## src/hw/rtl/lls_pkg.sv

```systemverilog
package lls_pkg;

   localparam int CmdBits     = 3;
   localparam int ElemBits    = 32;
   localparam int StatBits    = 2;
   localparam int CountBits   = 5;
   localparam int CfgBits     = 5;
   localparam int DefDepth    = 16;
   localparam int DefWordBits = 32;

   localparam logic [CfgBits-1:0] CapacityReset = 5'd16;

   localparam logic [CmdBits-1:0] CMD_PUSH   = 3'd0;
   localparam logic [CmdBits-1:0] CMD_POP    = 3'd1;
   localparam logic [CmdBits-1:0] CMD_TOP    = 3'd2;
   localparam logic [CmdBits-1:0] CMD_FIND   = 3'd3;
   localparam logic [CmdBits-1:0] CMD_REMOVE = 3'd4;
   localparam logic [CmdBits-1:0] CMD_CLEAR  = 3'd5;

   localparam logic [StatBits-1:0] STAT_OK        = 2'd0;
   localparam logic [StatBits-1:0] STAT_FULL      = 2'd1;
   localparam logic [StatBits-1:0] STAT_EMPTY     = 2'd2;
   localparam logic [StatBits-1:0] STAT_NOT_FOUND = 2'd3;

   typedef struct packed {
      logic [CmdBits-1:0]  command;
      logic [ElemBits-1:0] element_value;
   } req_type;

   typedef struct packed {
      logic [ElemBits-1:0]  read_value;
      logic                 found;
      logic [StatBits-1:0]  status;
      logic [CountBits-1:0] entry_count;
      logic                 is_full;
      logic                 is_empty;
   } rsp_type;

endpackage

```

## src/hw/rtl/lls_ram.sv

```systemverilog
module lls_ram #(
   parameter int WIDTH = 32,
   parameter int DEPTH = 16
) (
   input  logic                     clock,
   input  logic                     wr_en,
   input  logic [$clog2(DEPTH)-1:0] wr_addr,
   input  logic [WIDTH-1:0]         wr_data,
   input  logic                     rd_en,
   input  logic [$clog2(DEPTH)-1:0] rd_addr,
   output logic [WIDTH-1:0]         rd_data
);

   logic [WIDTH-1:0] mem_ff [DEPTH];
   logic [WIDTH-1:0] rd_data_ff;

   always_ff @(posedge clock) begin
      if (wr_en) begin
         mem_ff[wr_addr] <= wr_data;
      end
      if (rd_en) begin
         rd_data_ff <= mem_ff[rd_addr];
      end
   end

   assign rd_data = rd_data_ff;

endmodule

```

## src/hw/rtl/lls_ctrl.sv

```systemverilog
module lls_ctrl #(
   parameter int DEPTH     = lls_pkg::DefDepth,
   parameter int WORD_BITS = lls_pkg::DefWordBits
) (
   input  logic                       clock,
   input  logic                       reset,
   input  logic                       req_valid,
   output logic                       req_stall,
   input  lls_pkg::req_type           req_data,
   output logic                       rsp_valid,
   input  logic                       rsp_stall,
   output lls_pkg::rsp_type           rsp_data,
   input  logic [$clog2(DEPTH+1)-1:0] cap_eff,
   output logic                       ram_wr_en,
   output logic [$clog2(DEPTH)-1:0]   ram_wr_addr,
   output logic [WORD_BITS-1:0]       ram_wr_data,
   output logic                       ram_rd_en,
   output logic [$clog2(DEPTH)-1:0]   ram_rd_addr,
   input  logic [WORD_BITS-1:0]       ram_rd_data
);

   import lls_pkg::*;

   localparam int AW = $clog2(DEPTH);
   localparam int CW = $clog2(DEPTH + 1);

   typedef enum logic [3:0] {
      ST_IDLE   = 4'b0001,
      ST_TOP    = 4'b0010,
      ST_SEARCH = 4'b0100,
      ST_SHIFT  = 4'b1000
   } state_type;

   state_type            state_ff, state_in;
   logic [CW-1:0]        cnt_ff, cnt_in;
   logic [AW-1:0]        idx_ff, idx_in;
   logic [WORD_BITS-1:0] key_ff, key_in;
   logic                 remove_ff, remove_in;
   logic                 rsp_valid_ff, rsp_valid_in;
   rsp_type              rsp_ff, rsp_in;

   logic                 out_free;
   logic                 accept;
   logic                 hit;
   logic                 finish;
   logic [WORD_BITS-1:0] word;
   logic [CW-1:0]        idx_p1;
   logic [CW-1:0]        idx_p2;
   logic [CW-1:0]        cnt_m1;
   logic [CW-1:0]        fin_cnt;
   logic [ElemBits-1:0]  fin_read;
   logic                 fin_found;
   logic [StatBits-1:0]  fin_status;

   assign out_free  = !rsp_valid_ff || !rsp_stall;
   assign req_stall = !((state_ff == ST_IDLE) && out_free);
   assign accept    = req_valid && !req_stall;
   assign word      = WORD_BITS'(req_data.element_value);
   assign idx_p1    = CW'(idx_ff) + CW'(1);
   assign idx_p2    = idx_p1 + CW'(1);
   assign cnt_m1    = cnt_ff - CW'(1);
   assign hit       = (ram_rd_data == key_ff);

   always_comb begin
      state_in     = state_ff;
      cnt_in       = cnt_ff;
      idx_in       = idx_ff;
      key_in       = key_ff;
      remove_in    = remove_ff;
      rsp_valid_in = rsp_valid_ff && rsp_stall;
      rsp_in       = rsp_ff;
      ram_wr_en    = 1'b0;
      ram_wr_addr  = idx_ff;
      ram_wr_data  = ram_rd_data;
      ram_rd_en    = 1'b0;
      ram_rd_addr  = idx_p1[AW-1:0];
      finish       = 1'b0;
      fin_cnt      = cnt_ff;
      fin_read     = '0;
      fin_found    = 1'b0;
      fin_status   = STAT_OK;

      unique case (state_ff)
         ST_IDLE: begin
            if (accept) begin
               unique case (req_data.command)
                  CMD_PUSH: begin
                     if (cnt_ff >= cap_eff) begin
                        fin_status = STAT_FULL;
                     end else begin
                        ram_wr_en   = 1'b1;
                        ram_wr_addr = cnt_ff[AW-1:0];
                        ram_wr_data = word;
                        fin_cnt     = cnt_ff + CW'(1);
                     end
                     finish = 1'b1;
                  end
                  CMD_POP: begin
                     if (cnt_ff == '0) begin
                        fin_status = STAT_EMPTY;
                     end else begin
                        fin_cnt = cnt_m1;
                     end
                     finish = 1'b1;
                  end
                  CMD_TOP: begin
                     if (cnt_ff == '0) begin
                        fin_status = STAT_EMPTY;
                        finish     = 1'b1;
                     end else begin
                        ram_rd_en   = 1'b1;
                        ram_rd_addr = cnt_m1[AW-1:0];
                        cnt_in      = cnt_m1;
                        state_in    = ST_TOP;
                     end
                  end
                  CMD_FIND, CMD_REMOVE: begin
                     if (cnt_ff == '0) begin
                        fin_status = STAT_NOT_FOUND;
                        finish     = 1'b1;
                     end else begin
                        ram_rd_en   = 1'b1;
                        ram_rd_addr = '0;
                        idx_in      = '0;
                        key_in      = word;
                        remove_in   = (req_data.command == CMD_REMOVE);
                        state_in    = ST_SEARCH;
                     end
                  end
                  CMD_CLEAR: begin
                     fin_cnt = '0;
                     finish  = 1'b1;
                  end
                  default: begin
                     finish = 1'b1;
                  end
               endcase
            end
         end
         ST_TOP: begin
            if (out_free) begin
               fin_read = ElemBits'(ram_rd_data);
               finish   = 1'b1;
               state_in = ST_IDLE;
            end
         end
         ST_SEARCH: begin
            priority if (hit && remove_ff && (idx_p1 < cnt_ff)) begin
               ram_rd_en   = 1'b1;
               ram_rd_addr = idx_p1[AW-1:0];
               state_in    = ST_SHIFT;
            end else if (hit) begin
               if (out_free) begin
                  fin_found = 1'b1;
                  fin_cnt   = remove_ff ? cnt_m1 : cnt_ff;
                  finish    = 1'b1;
                  state_in  = ST_IDLE;
               end
            end else if (idx_p1 == cnt_ff) begin
               if (out_free) begin
                  fin_status = STAT_NOT_FOUND;
                  finish     = 1'b1;
                  state_in   = ST_IDLE;
               end
            end else begin
               ram_rd_en   = 1'b1;
               ram_rd_addr = idx_p1[AW-1:0];
               idx_in      = idx_p1[AW-1:0];
            end
         end
         ST_SHIFT: begin
            if (idx_p1 < cnt_m1) begin
               ram_wr_en   = 1'b1;
               ram_rd_en   = 1'b1;
               ram_rd_addr = idx_p2[AW-1:0];
               idx_in      = idx_p1[AW-1:0];
            end else if (out_free) begin
               ram_wr_en = 1'b1;
               fin_found = 1'b1;
               fin_cnt   = cnt_m1;
               finish    = 1'b1;
               state_in  = ST_IDLE;
            end
         end
         default: begin
            state_in = ST_IDLE;
         end
      endcase

      if (finish) begin
         cnt_in              = fin_cnt;
         rsp_valid_in        = 1'b1;
         rsp_in.read_value   = fin_read;
         rsp_in.found        = fin_found;
         rsp_in.status       = fin_status;
         rsp_in.entry_count  = CountBits'(fin_cnt);
         rsp_in.is_full      = (fin_cnt >= cap_eff);
         rsp_in.is_empty     = (fin_cnt == '0);
      end
   end

   always_ff @(posedge clock) begin
      if (reset) begin
         state_ff     <= ST_IDLE;
         cnt_ff       <= '0;
         rsp_valid_ff <= 1'b0;
      end else begin
         state_ff     <= state_in;
         cnt_ff       <= cnt_in;
         rsp_valid_ff <= rsp_valid_in;
      end
   end

   always_ff @(posedge clock) begin
      idx_ff    <= idx_in;
      key_ff    <= key_in;
      remove_ff <= remove_in;
      rsp_ff    <= rsp_in;
   end

   assign rsp_valid = rsp_valid_ff;
   assign rsp_data  = rsp_ff;

endmodule

```

## src/hw/rtl/searchable_lifo_stack.sv

```systemverilog
// channel | direction | handshake            | payload
// req     | in        | req_valid, req_stall | lls_pkg::req_type
// rsp     | out       | rsp_valid, rsp_stall | lls_pkg::rsp_type
// csr     | in        | csr_write            | capacity
//
// Push, pop, clear and unknown commands finish in the idle state; top waits for a registered RAM read.
// Find and remove scan one entry per cycle through the single read port of the entry RAM,
// remove shifting one entry per cycle after the match.
// Synchronous active-high reset empties the stack and sets capacity to 16.
// req_stall stays high while a command is in progress or a result waits on rsp_stall.
module searchable_lifo_stack #(
   parameter int DEPTH     = lls_pkg::DefDepth,
   parameter int WORD_BITS = lls_pkg::DefWordBits
) (
   input  logic                          clock,
   input  logic                          reset,
   input  logic                          req_valid,
   output logic                          req_stall,
   input  lls_pkg::req_type              req_data,
   output logic                          rsp_valid,
   input  logic                          rsp_stall,
   output lls_pkg::rsp_type              rsp_data,
   input  logic                          csr_write,
   input  logic [lls_pkg::CfgBits-1:0]   csr_wdata
);

   import lls_pkg::*;

   localparam int AW   = $clog2(DEPTH);
   localparam int CW   = $clog2(DEPTH + 1);
   localparam int CapW = (CW > CfgBits) ? CW : CfgBits;

   logic [CfgBits-1:0]   cap_ff, cap_in;
   logic [CapW-1:0]      cap_wide;
   logic [CW-1:0]        cap_eff;
   logic                 ram_wr_en;
   logic [AW-1:0]        ram_wr_addr;
   logic [WORD_BITS-1:0] ram_wr_data;
   logic                 ram_rd_en;
   logic [AW-1:0]        ram_rd_addr;
   logic [WORD_BITS-1:0] ram_rd_data;
   logic                 req_accept;

   assign cap_in   = csr_write ? csr_wdata : cap_ff;
   assign cap_wide = CapW'(cap_ff);

   always_comb begin
      priority if (cap_wide == '0) begin
         cap_eff = CW'(1);
      end else if (cap_wide > CapW'(DEPTH)) begin
         cap_eff = CW'(DEPTH);
      end else begin
         cap_eff = cap_wide[CW-1:0];
      end
   end

   always_ff @(posedge clock) begin
      if (reset) begin
         cap_ff <= CapacityReset;
      end else begin
         cap_ff <= cap_in;
      end
   end

   lls_ram #(
      .WIDTH (WORD_BITS),
      .DEPTH (DEPTH)
   ) u_ram (
      .clock   (clock),
      .wr_en   (ram_wr_en),
      .wr_addr (ram_wr_addr),
      .wr_data (ram_wr_data),
      .rd_en   (ram_rd_en),
      .rd_addr (ram_rd_addr),
      .rd_data (ram_rd_data)
   );

   lls_ctrl #(
      .DEPTH     (DEPTH),
      .WORD_BITS (WORD_BITS)
   ) u_ctrl (
      .clock       (clock),
      .reset       (reset),
      .req_valid   (req_valid),
      .req_stall   (req_stall),
      .req_data    (req_data),
      .rsp_valid   (rsp_valid),
      .rsp_stall   (rsp_stall),
      .rsp_data    (rsp_data),
      .cap_eff     (cap_eff),
      .ram_wr_en   (ram_wr_en),
      .ram_wr_addr (ram_wr_addr),
      .ram_wr_data (ram_wr_data),
      .ram_rd_en   (ram_rd_en),
      .ram_rd_addr (ram_rd_addr),
      .ram_rd_data (ram_rd_data)
   );

   assign req_accept = req_valid && !req_stall;

   a_quick_result: assert property (@(posedge clock) disable iff (reset)
      req_accept && (req_data.command == CMD_PUSH || req_data.command == CMD_POP ||
                     req_data.command == CMD_CLEAR) |=> rsp_valid)
      else $error("single-cycle command gave no result");

   a_clear_empties: assert property (@(posedge clock) disable iff (reset)
      req_accept && req_data.command == CMD_CLEAR |=>
         rsp_data.entry_count == '0 && rsp_data.is_empty && rsp_data.status == STAT_OK)
      else $error("clear left entries");

   a_found_ok: assert property (@(posedge clock) disable iff (reset)
      rsp_valid && rsp_data.found |-> rsp_data.status == STAT_OK && rsp_data.read_value == '0)
      else $error("found result with bad status or data");

endmodule

```

## config.mk

```make
export PLATFORM = sky130hd
export DESIGN_NAME = searchable_lifo_stack
export DESIGN_NICKNAME = d
export VERILOG_FILES = /design/src/hw/rtl/lls_pkg.sv /design/src/hw/rtl/lls_ram.sv /design/src/hw/rtl/lls_ctrl.sv /design/src/hw/rtl/searchable_lifo_stack.sv
export SDC_FILE = /design/constraint.sdc
export NUM_CORES = 1
export LEC_CHECK = 0
export BUFFER_PORTS_ARGS = -buffer_cell sky130_fd_sc_hd__clkbuf_2
export CORE_ASPECT_RATIO = 2
export CORE_MARGIN = 10
export CORE_UTILIZATION = 55
export DETAILED_ROUTE_END_ITERATION = 10
export PLACE_DENSITY = 0.72
export REMOVE_ABC_BUFFERS = 1
export SLEW_MARGIN = 30
export SYNTH_ARGS = -nofsm -noshare
export SYNTH_HDL_FRONTEND = slang
export SYNTH_SLANG_ARGS = --single-unit
export TNS_END_PERCENT = 10
```

## constraint.sdc

```tcl
create_clock -name clock -period 7.5 [get_ports clock]
set_input_delay 0.375 -clock clock [delete_from_list [all_inputs] [get_ports clock]]
set_output_delay 0.375 -clock clock [all_outputs]
set_load 0.02 [all_outputs]
```

==> results of run 1 <==
critical path, cell delays in order, from the launching register on:
cell       delay [ns]
edfxtp_1         0.59
inv_1            0.24
ha_1             0.44
inv_1            0.12
ha_1             0.27
nor2b_1          0.15
o2111ai_1        0.47
nand4_1          0.55
a211oi_4         0.96
buf_4            0.71
nor2_1           0.09
nor2_1           0.13
o22ai_1          0.10
nor4_2           0.35
cells in the final DEF (no fill, tap or decap), drive strengths merged, types with 11 or more instances in the layout:
cell / count
a21oi: 45
a31oi: 11
a32o: 30
and2: 39
buf: 48
clkbuf: 148
clkinv: 22
dfxtp: 15
dlygate4sd3: 29
edfxtp: 623
ha: 25
inv: 25
mux2i: 44
nand2: 311
nand3: 81
nor2: 406
nor3: 28
nor4: 42
o21ai: 25
o22ai: 64
xor2: 35
power groups by stage:
stage                     Sequential [mW]  Clock [mW]  Combinational, mW
final                                4.11        2.82               1.15
after global routing                 4.11        2.96               1.24
after CTS                            4.11        2.84               1.14
after detailed placement             4.19           0               1.12
after global placement               4.19           0               1.07
after floorplan                      4.22           0              0.700
flip-flops by register name, indices dropped and copies added (netlist names):
name and cells:
u_ram.mem_ff 512, u_ctrl.rsp_data 42, u_ctrl.rsp_valid 1, cap_ff 5, u_ctrl.remove_ff 1, u_ctrl.cnt_ff 5
u_ram.rd_data 32, u_ctrl.key_ff 32, u_ctrl.idx_ff 4, u_ctrl.state_ff 4
cells by family after synthesis:
family                     count (synthesis)
AOI/OAI and AO/OA                        238
xor gates and xnor gates                  40
adders and majority gates                 25
buffers and inverters                    133
DFF                                      638
muxes                                     46
and+or+nand+nor                          949
per-stage QoR:
stage / cells / total power, mW / area (um^2) / setup slack (ns)
2_1_floorplan: 1961 / 4.923 / 26290 / -4.442
3_3_place_gp: 2725 / 5.260 / 28010 / 2.004
5_1_grt: 2858 / 8.310 / 30360 / 1.725
3_5_place_dp: 2734 / 5.309 / 28290 / 2.063
4_1_cts: 2857 / 8.089 / 30320 / 2.048
6_report: 2859 / 8.081 / 30370 / 2.063
layout make-up:
cell class / instances / share of cell area (%)
repair buffers: 165 / 4.335
diodes: 1 / 0.008241
multi-input cells: 1298 / 24.42
clock inverters: 34 / 1.253
flip-flops and latches: 638 / 62.60
inverters: 25 / 0.3090
clock buffers: 60 / 4.454
well taps: 638 / 2.629
routing by layer:
layer  wire length, um  vias up  track usage [%]  part of all wire (%)
li1                  -     7766                -                     -
met1             25110     8618            26.65                    33
met2             40620      873            46.13                    54
met3              4878      226            3.530                   6.4
met4              5120        0            16.06                   6.8
met5                 0        -                0                     0
path summary, 6_finish.rpt:
check	startpoint	end	slack, ns	depth (start not counted)
worst min-delay path	req_data[27]	u_ctrl.key_ff[27]$_DFFE_PP_	0.02	1
worst max-delay path	u_ctrl.idx_ff[0]$_SDFFCE_PP0P_	u_ram.rd_data[30]$_DFFE_PP_	2.06	13
worst min register to register	cap_ff[0]$_SDFFE_PP0P_	cap_ff[0]$_SDFFE_PP0P_	0.55	2
worst max register to register	u_ctrl.idx_ff[0]$_SDFFCE_PP0P_	u_ram.rd_data[30]$_DFFE_PP_	2.06	13
what timing repair did:
| action | CTS | global route |
|---|---|---|
| hold endpoints to repair | 29 | 0 |
| buffers inserted | 0 | 0 |
| setup endpoints to repair | 0 | 0 |
| hold buffers | 29 | 0 |
==> results.json, run 1 <==
{
  "p_clk_share_pct": 34.9,
  "rows": 114,
  "dpl.hpwl_um": 48770,
  "final_util_pct": 62.80,
  "cts_tree": "yes",
  "synth_area_leaders": "edfxtp_1 (70%), nor2_1 (5.6%), nand2_1 (4.4%)",
  "fin_setup_tns_ns": 0,
  "io_pins": 89,
  "clock_skew_ns": 0.01503,
  "timing.fmax_ghz": 0.1839,
  "drive_gt1_share_pct": 13.83,
  "drt-total-wl_um": 75740,
  "synth_top_family_by_area": "simple AND/OR/NAND/NOR gates",
  "worstSetupPathType": "reg2reg",
  "io_buffers": 88,
  "rsz0062_at_grt": "no",
  "yosys.area_share.simple_pct": 16.20,
  "root_buffer": "clkbuf_16",
  "antenna_found_initial": 1,
  "maxCapViolations": 0,
  "synthAdderAreaFrac_pct": 1.166,
  "status": "finished clean",
  "p_leak_nw": 10.63,
  "die_area_mm2": 0.05856,
  "h-tree-depth": 2,
  "clk_transition_reported_paths_ns": 0.07,
  "period_share_pct": 72.50,
  "routedWlPerCell_um": 26.49,
  "synth_edf_count": 623,
  "cellInternalPower_mw": 5.987,
  "fill_cells": 3490,
  "synth-compound-area-share_pct": 6.374,
  "syn_area_mm2": 0.02684,
  "gp_congestion": 0.9636,
  "finalHoldViolCount": 0,
  "synth_xor_area_share_pct": 1.333,
  "cp_max_fo": 63,
  "pwr-share-seq_pct": 50.9,
  "yosysUniqueCellTypes": 82,
  "die_w_um": 176.2,
  "firstDrtPassIters": 5,
  "grt_max_degree": 102,
  "ff_latch_area_mm2": 0.01901,
  "fin_hold_ws_ns": 0.01956,
  "fin_nets": 2250,
  "yosysTopAreaCell": "edfxtp_1",
  "die_height_um": 332.4,
  "worstPathArrival_ns": 5.85,
  "cts.sinks": 638,
  "finalCriticalPeriod_ns": 5.437,
  "synth-seq-cells": 638,
  "yosys_warnings": 0,
  "synth.avg_cell_area_um2": 12.97,
  "comb_power_share_pct": 14.2,
  "drc": 0,
  "yosysMostFrequentCell": "edfxtp_1",
  "yosys.area.top_type_share_pct": 69.71,
  "cts-resized-gates": 0,
  "setup-violations-final": 0,
  "hp-class": "in2reg",
  "initial_utilization_pct": 55.50,
  "worst_pin_slew_ns": 0.9552,
  "ys.flop_type": "edfxtp_1",
  "relSlewSlack_pct": 36.03,
  "drt-initial-drc-count": 1807,
  "vias": 17483,
  "synthTopCellsByCount": "edfxtp_1 (623), nor2_1 (403), nand2_1 (311), nand3_1 (79), buf_2 (70)",
  "crit_required_ns": 7.91,
  "ys_seq_area_share_pct": 70.83,
  "grt_usage_pct": 25.34,
  "synthArstFlopShare_pct": 0,
  "syn2layout_area_growth_pct": 13.16,
  "grt_pass1_vias": 17341,
  "cts_buffer_depth": 3,
  "swShare_pct": 25.92,
  "critPathCaptureType": "flop",
  "startpoint_type": "flop",
  "viasPerCell": 6.115,
  "numCtsBuffers": 52,
  "clock_latency_ns": 0.60,
  "finalMaxSlewViolations": 0,
  "muxShareOfSynthArea_pct": 1.725,
  "ir_drop_mv": 0.2651,
  "synthCells": 2069,
  "multi_input_area_mm2": 0.007415,
  "power.density_mw_per_mm2": 266.1,
  "grt_pass1_wl_um": 110100,
  "grt.overflow.total": 0,
  "core_mm2": 0.04835,
  "p_switching_mw": 2.094,
  "ant_nets": 0
}
No activity file was read; power rests on OpenSTA's default activity.
==> inputs of run 2 (changes only) <==
Clock period 7.5 ns to 5.16 ns, I/O delays scaled along.
==> results.json, run 2 (same netlist as run 1, synthesis figures left out) <==
{
  "status": "finished clean",
  "whs_path_depth": 2,
  "hold_buffers": 37,
  "cts_tree": "yes",
  "reg2reg_from": "u_ctrl.idx_ff[0]$_SDFFCE_PP0P_",
  "syn2layout_area_growth_pct": 13.63,
  "p_switching_mw": 3.060,
  "firstDrtPassIters": 5,
  "maxCapViolations": 0,
  "r2r_cells": 18,
  "worstSetupPathType": "reg2reg",
  "p_clk_share_pct": 33.6,
  "worstPathArrival_ns": 4.89,
  "routedWlPerCell_um": 26.66,
  "io_pins": 89,
  "finalCriticalPeriod_ns": 4.558,
  "cts_buffer_depth": 3,
  "grt_usage_pct": 25.88,
  "drive_gt1_share_pct": 14.08,
  "cts-resized-gates": 0,
  "initial_utilization_pct": 55.50,
  "rows": 114,
  "timing.fmax_ghz": 0.2194,
  "critPathCaptureType": "flop",
  "io_buffers": 88,
  "layout_commonest_cell": "edfxtp_1",
  "die_w_um": 176.2,
  "hp-class": "in2reg",
  "h-tree-depth": 2,
  "r2r_slack_ns": 0.60,
  "cp_max_fo": 10,
  "die_height_um": 332.4,
  "final_cell_mix": "edfxtp_1 (623), nor2_1 (391), nand2_1 (310)",
  "power.density_mw_per_mm2": 380.3,
  "fin_nets": 2273,
  "ir_drop_mv": 0.2918,
  "grt_pass1_vias": 17691,
  "swShare_pct": 26.39,
  "cts_setup_buffers": 0,
  "grt_max_degree": 86,
  "p_leak_nw": 10.68,
  "worst_pin_slew_ns": 0.9707,
  "power_mw": 11.60,
  "hp-start": "csr_write",
  "finalHoldViolCount": 0,
  "hold_end": "cap_ff[4]$_SDFFE_PP1P_",
  "clock_latency_ns": 0.60,
  "drt-total-wl_um": 76850,
  "root_buffer": "clkbuf_16",
  "vias": 17725,
  "comb_power_share_pct": 14.8,
  "drt-initial-drc-count": 2007,
  "final_util_pct": 63.06,
  "rsz0062_at_grt": "no",
  "clk_transition_reported_paths_ns": 0.07,
  "period_share_pct": 88.33,
  "largest_register_ff_count": 512,
  "die_area_mm2": 0.05856,
  "crit_required_ns": 5.49,
  "drc": 0,
  "numCtsBuffers": 51,
  "finalMaxSlewViolations": 0,
  "top_register": "u_ram.mem_ff",
  "core_mm2": 0.04835,
  "pwr-share-seq_pct": 51.6,
  "ant_nets": 0,
  "cellInternalPower_mw": 8.536,
  "viasPerCell": 6.150,
  "diodes": 0,
  "grt.overflow.total": 0,
  "clock_skew_ns": 0.02691,
  "relSlewSlack_pct": 35.29,
  "reg2reg_to": "u_ctrl.rsp_data[1]$_DFFE_PP_",
  "gp_congestion": 0.9811,
  "cts.sinks": 638,
  "antenna_found_initial": 0,
  "grt_pass1_wl_um": 112500,
  "startpoint_type": "flop",
  "setup-violations-final": 0,
  "dpl.hpwl_um": 45660
}
==> run 2: cell count changes in the layout (fill, tap and decap cells not counted), sizes merged <==
cell	previous run	this run
buf	48	64
bufinv	8	5
clkbuf	148	149
clkinv	22	21
clkinvlp	4	5
diode	1	0
dlygate4sd3	29	37
inv	25	27
==> run 2: cell type report <==
| cell class | count | area (um^2) |
|---|---|---|
| clock buffer | 61 | 1314 |
| sequential | 638 | 19010 |
| clock inverter | 33 | 309.0 |
| fill | 3543 | 17860 |
| inverter | 25 | 96.34 |
| multi-input combinational | 1298 | 7377 |
| timing repair buffer | 189 | 1592 |
| tap | 638 | 798.3 |
==> run 2: routing by layer <==
metal  global-route usage [%]  vias up  share of wire (%)
met4                    15.47        0                6.2
met5                        0        -                  0
met1                    29.23     8711                 35
li1                         -     7814                  -
met2                    45.65      946                 52
met3                    3.223      254                7.1
==> run 2: how the worst max path moves through the flow <==
stage | depth (start not counted) | end | startpoint
final | 18 | u_ctrl.rsp_data[1]$_DFFE_PP_ | u_ctrl.idx_ff[0]$_SDFFCE_PP0P_
after global routing | 18 | u_ctrl.rsp_data[1]$_DFFE_PP_ | u_ctrl.idx_ff[0]$_SDFFCE_PP0P_
after CTS | 10 | u_ram.mem_ff[8][7]$_DFFE_PP_ | u_ctrl.cnt_ff[2]$_SDFFE_PP0P_
after detailed placement | 10 | u_ram.mem_ff[8][15]$_DFFE_PP_ | u_ctrl.cnt_ff[2]$_SDFFE_PP0P_
after global placement | 10 | u_ram.mem_ff[8][9]$_DFFE_PP_ | u_ctrl.cnt_ff[2]$_SDFFE_PP0P_
after floorplan | 12 | u_ram.rd_data[31]$_DFFE_PP_ | u_ctrl.idx_ff[0]$_SDFFCE_PP0P_
==> run 2: power groups by stage <==
stage	Combinational (mW)	Clock [mW]	Sequential (mW)
6_report	1.72	3.90	5.98
3_5_place_dp	1.67	0	6.09
2_1_floorplan	1.02	0	6.14
5_1_grt	1.83	4.12	5.98
4_1_cts	1.71	3.93	5.98
3_3_place_gp	1.65	0	6.09
==> run 2: per-stage QoR <==
stage	std cells	setup TNS (ns)	hold slack, ns	setup slack (ns)	area, um^2
3_5_place_dp	2751	0	0.4514	0.5687	28490
3_3_place_gp	2751	0	0.4519	0.5525	28480
2_1_floorplan	1961	-894.20	0.3271	-6.782	26290
4_1_cts	2882	0	0.03339	0.5560	30490
5_1_grt	2882	0	0.05687	0.3267	30490
6_report	2882	0	0.05325	0.6020	30490
==> run 2: worst max-delay path, cell delays in order (launching register included) <==
cell	delay [ns]
edfxtp_1	0.57
inv_1	0.23
ha_1	0.43
inv_1	0.11
ha_1	0.28
nor2b_1	0.17
o2111ai_1	0.29
a21oi_2	0.31
and2_1	0.31
nor2_1	0.07
buf_4	0.19
mux2i_1	0.12
nor3_1	0.35
inv_1	0.16
ha_1	0.32
a21oi_1	0.12
nor2b_1	0.05
o21ai_0	0.14
nand2b_1	0.07
==> inputs of run 3 (changes only) <==
Settings changed: CORE_UTILIZATION 55 to 58, CTS_CLUSTER_SIZE set to 24, MAX_ROUTING_LAYER set to met4, PLACE_DENSITY 0.72 to 0.75.
==> results.json, run 3 (same netlist as run 1, synthesis figures left out) <==
{
  "dp_slack_ns": 0.4865,
  "p_leak_nw": 10.66,
  "grt_pass1_vias": 17932,
  "ff_latch_area_mm2": 0.01901,
  "drt-total-wl_um": 75260,
  "finalCriticalPeriod_ns": 4.807,
  "grt_max_degree": 97,
  "worstSetupPathType": "reg2reg",
  "cts_tree": "yes",
  "hp-class": "in2reg",
  "period_share_pct": 93.15,
  "final_cell_mix": "edfxtp_1 (623), nor2_1 (391), nand2_1 (310)",
  "fill_cells": 3147,
  "antenna_found_initial": 3,
  "root_buffer": "clkbuf_16",
  "grt_pass1_wl_um": 110300,
  "pwr-share-seq_pct": 51.5,
  "route.met3.wl_um": 6030,
  "critPathCaptureType": "flop",
  "clk_transition_reported_paths_ns": 0.07,
  "status": "finished clean",
  "maxCapViolations": 0,
  "rows": 111,
  "setup-violations-final": 0,
  "crit_path_top_delay_cell": "nand3_2",
  "grt_usage_pct": 27.80,
  "cts.sinks": 638,
  "ir_drop_mv": 0.3582,
  "hold_buffers": 39,
  "initial_utilization_pct": 58.55,
  "power.density_mw_per_mm2": 382.0,
  "cellInternalPower_mw": 8.544,
  "setup_ws_ns": 0.3533,
  "timing.fmax_ghz": 0.2080,
  "final_util_pct": 66.26,
  "startpoint_type": "flop",
  "multi_input_area_mm2": 0.007351,
  "ant_nets": 0,
  "cts_setup_buffers": 0,
  "viasPerCell": 6.366,
  "firstDrtPassIters": 7,
  "gp_congestion": 0.9511,
  "finalHoldViolCount": 0,
  "critical_path.cell_chain": "inv_1 -> ha_1 -> nand2_1 -> xnor2_1 -> ha_1 -> nand3_1 -> nand2_1 -> nor4_1 -> xnor2_1 -> o221ai_2 -> nand3_2 -> buf_12 -> o22ai_1 -> nor4_2",
  "syn2layout_area_growth_pct": 13.17,
  "wl_met1_um": 25760,
  "p_switching_mw": 3.057,
  "numCtsBuffers": 53,
  "worstPathArrival_ns": 5.15,
  "swShare_pct": 26.35,
  "finalMaxSlewViolations": 0,
  "core_mm2": 0.04583,
  "cpPeakStageDelay_ns": 0.55,
  "grt.overflow.total": 0,
  "vias": 17896,
  "largest_register_ff_count": 512,
  "top_register": "u_ram.mem_ff",
  "drive_gt1_share_pct": 13.86,
  "layout_commonest_cell": "edfxtp_1",
  "fin_hold_ws_ns": 0.04631,
  "routedWlPerCell_um": 26.77,
  "cts-resized-gates": 0,
  "path_buf_inv": 2,
  "path_delay_family": "simple AND/OR/NAND/NOR gates",
  "drt-initial-drc-count": 2253,
  "rsz0062_at_grt": "no",
  "h-tree-depth": 2,
  "highest_layer": "met4",
  "dpl.hpwl_um": 43940,
  "clock_skew_ns": 0.02308,
  "crit_required_ns": 5.50,
  "cp_max_fo": 19,
  "relSlewSlack_pct": 35.47,
  "die_height_um": 324.2,
  "die_w_um": 172.1,
  "p_clk_share_pct": 34.0,
  "drc": 0,
  "cts_buffer_depth": 3,
  "comb_power_share_pct": 14.5,
  "worst_pin_slew_ns": 0.9679,
  "clock_latency_ns": 0.60,
  "fin_nets": 2273,
  "io_pins": 89,
  "route.met2.wl_um": 38930,
  "io_buffers": 88,
  "die_area_mm2": 0.05579
}
[run 3: cell types whose count changed in the layout (fill, tap and decap cells not counted), moves of 2 or more]
cell / previous run / this run
buf_12: 24 / 21
bufinv_16: 5 / 3
clkbuf_16: 51 / 55
clkinv_4: 3 / 0
diode_2: 0 / 2
dlygate4sd3_1: 37 / 39
inv_6: 1 / 4
nand3_1: 77 / 79
nand3_2: 4 / 2
[run 3: power by group through the flow]
stage | clock network [mW] | logic [mW] | registers (mW)
3_3_place_gp | 0 | 1.61 | 6.08
4_1_cts | 3.96 | 1.67 | 5.97
3_5_place_dp | 0 | 1.64 | 6.09
2_1_floorplan | 0 | 1.02 | 6.14
6_report | 3.94 | 1.69 | 5.97
5_1_grt | 4.18 | 1.80 | 5.98
[run 3: worst reg2reg max path: stages (launching register included)]
cell and delay [ns]:
dfxtp_1 0.51, inv_1 0.25, ha_1 0.33, nand2_1 0.24
xnor2_1 0.17, ha_1 0.30, nand3_1 0.14, nand2_1 0.13
nor4_1 0.51, xnor2_1 0.20, o221ai_2 0.47, nand3_2 0.55
buf_12 0.37, o22ai_1 0.27, nor4_2 0.09
[run 3: path summary, 6_finish.rpt]
check / from / endpoint / slack (ns) / cells after the start
max reg2reg: u_ctrl.cnt_ff[0]$_SDFFE_PP0P_ / u_ram.rd_data[2]$_DFFE_PP_ / 0.35 / 14
min reg2reg: cap_ff[0]$_SDFFE_PP0P_ / cap_ff[0]$_SDFFE_PP0P_ / 0.52 / 2
min: csr_write / cap_ff[3]$_SDFFE_PP0P_ / 0.05 / 3
max: u_ctrl.cnt_ff[0]$_SDFFE_PP0P_ / u_ram.rd_data[2]$_DFFE_PP_ / 0.35 / 14
[run 3: layout make-up]
cell class | instances | area share (%)
timing repair buffer | 187 | 5.084
multi-input combinational | 1298 | 24.20
antenna | 2 | 0.01648
tap | 565 | 2.328
clock buffer | 65 | 4.656
inverter | 25 | 0.3090
clock inverter | 31 | 0.8116
sequential | 638 | 62.59
[run 3: layer usage]
| layer | up-vias | global-route usage (%) |
|---|---|---|
| li1 | 7814 | - |
| met1 | 8853 | 30.82 |
| met2 | 975 | 47.22 |
| met3 | 254 | 3.898 |
| met4 | 0 | 15.58 |
| met5 | - | - |
[run 3: through the flow]
stage                     TNS (ns)  cells  power (mW)  cell area [um^2]
after floorplan            -894.20   1961       7.155             26290
after CTS                        0   2809       11.61             30360
after global placement           0   2674       7.689             28310
final                            0   2811       11.60             30370
after global routing             0   2811       11.96             30370
after detailed placement         0   2674       7.725             28310
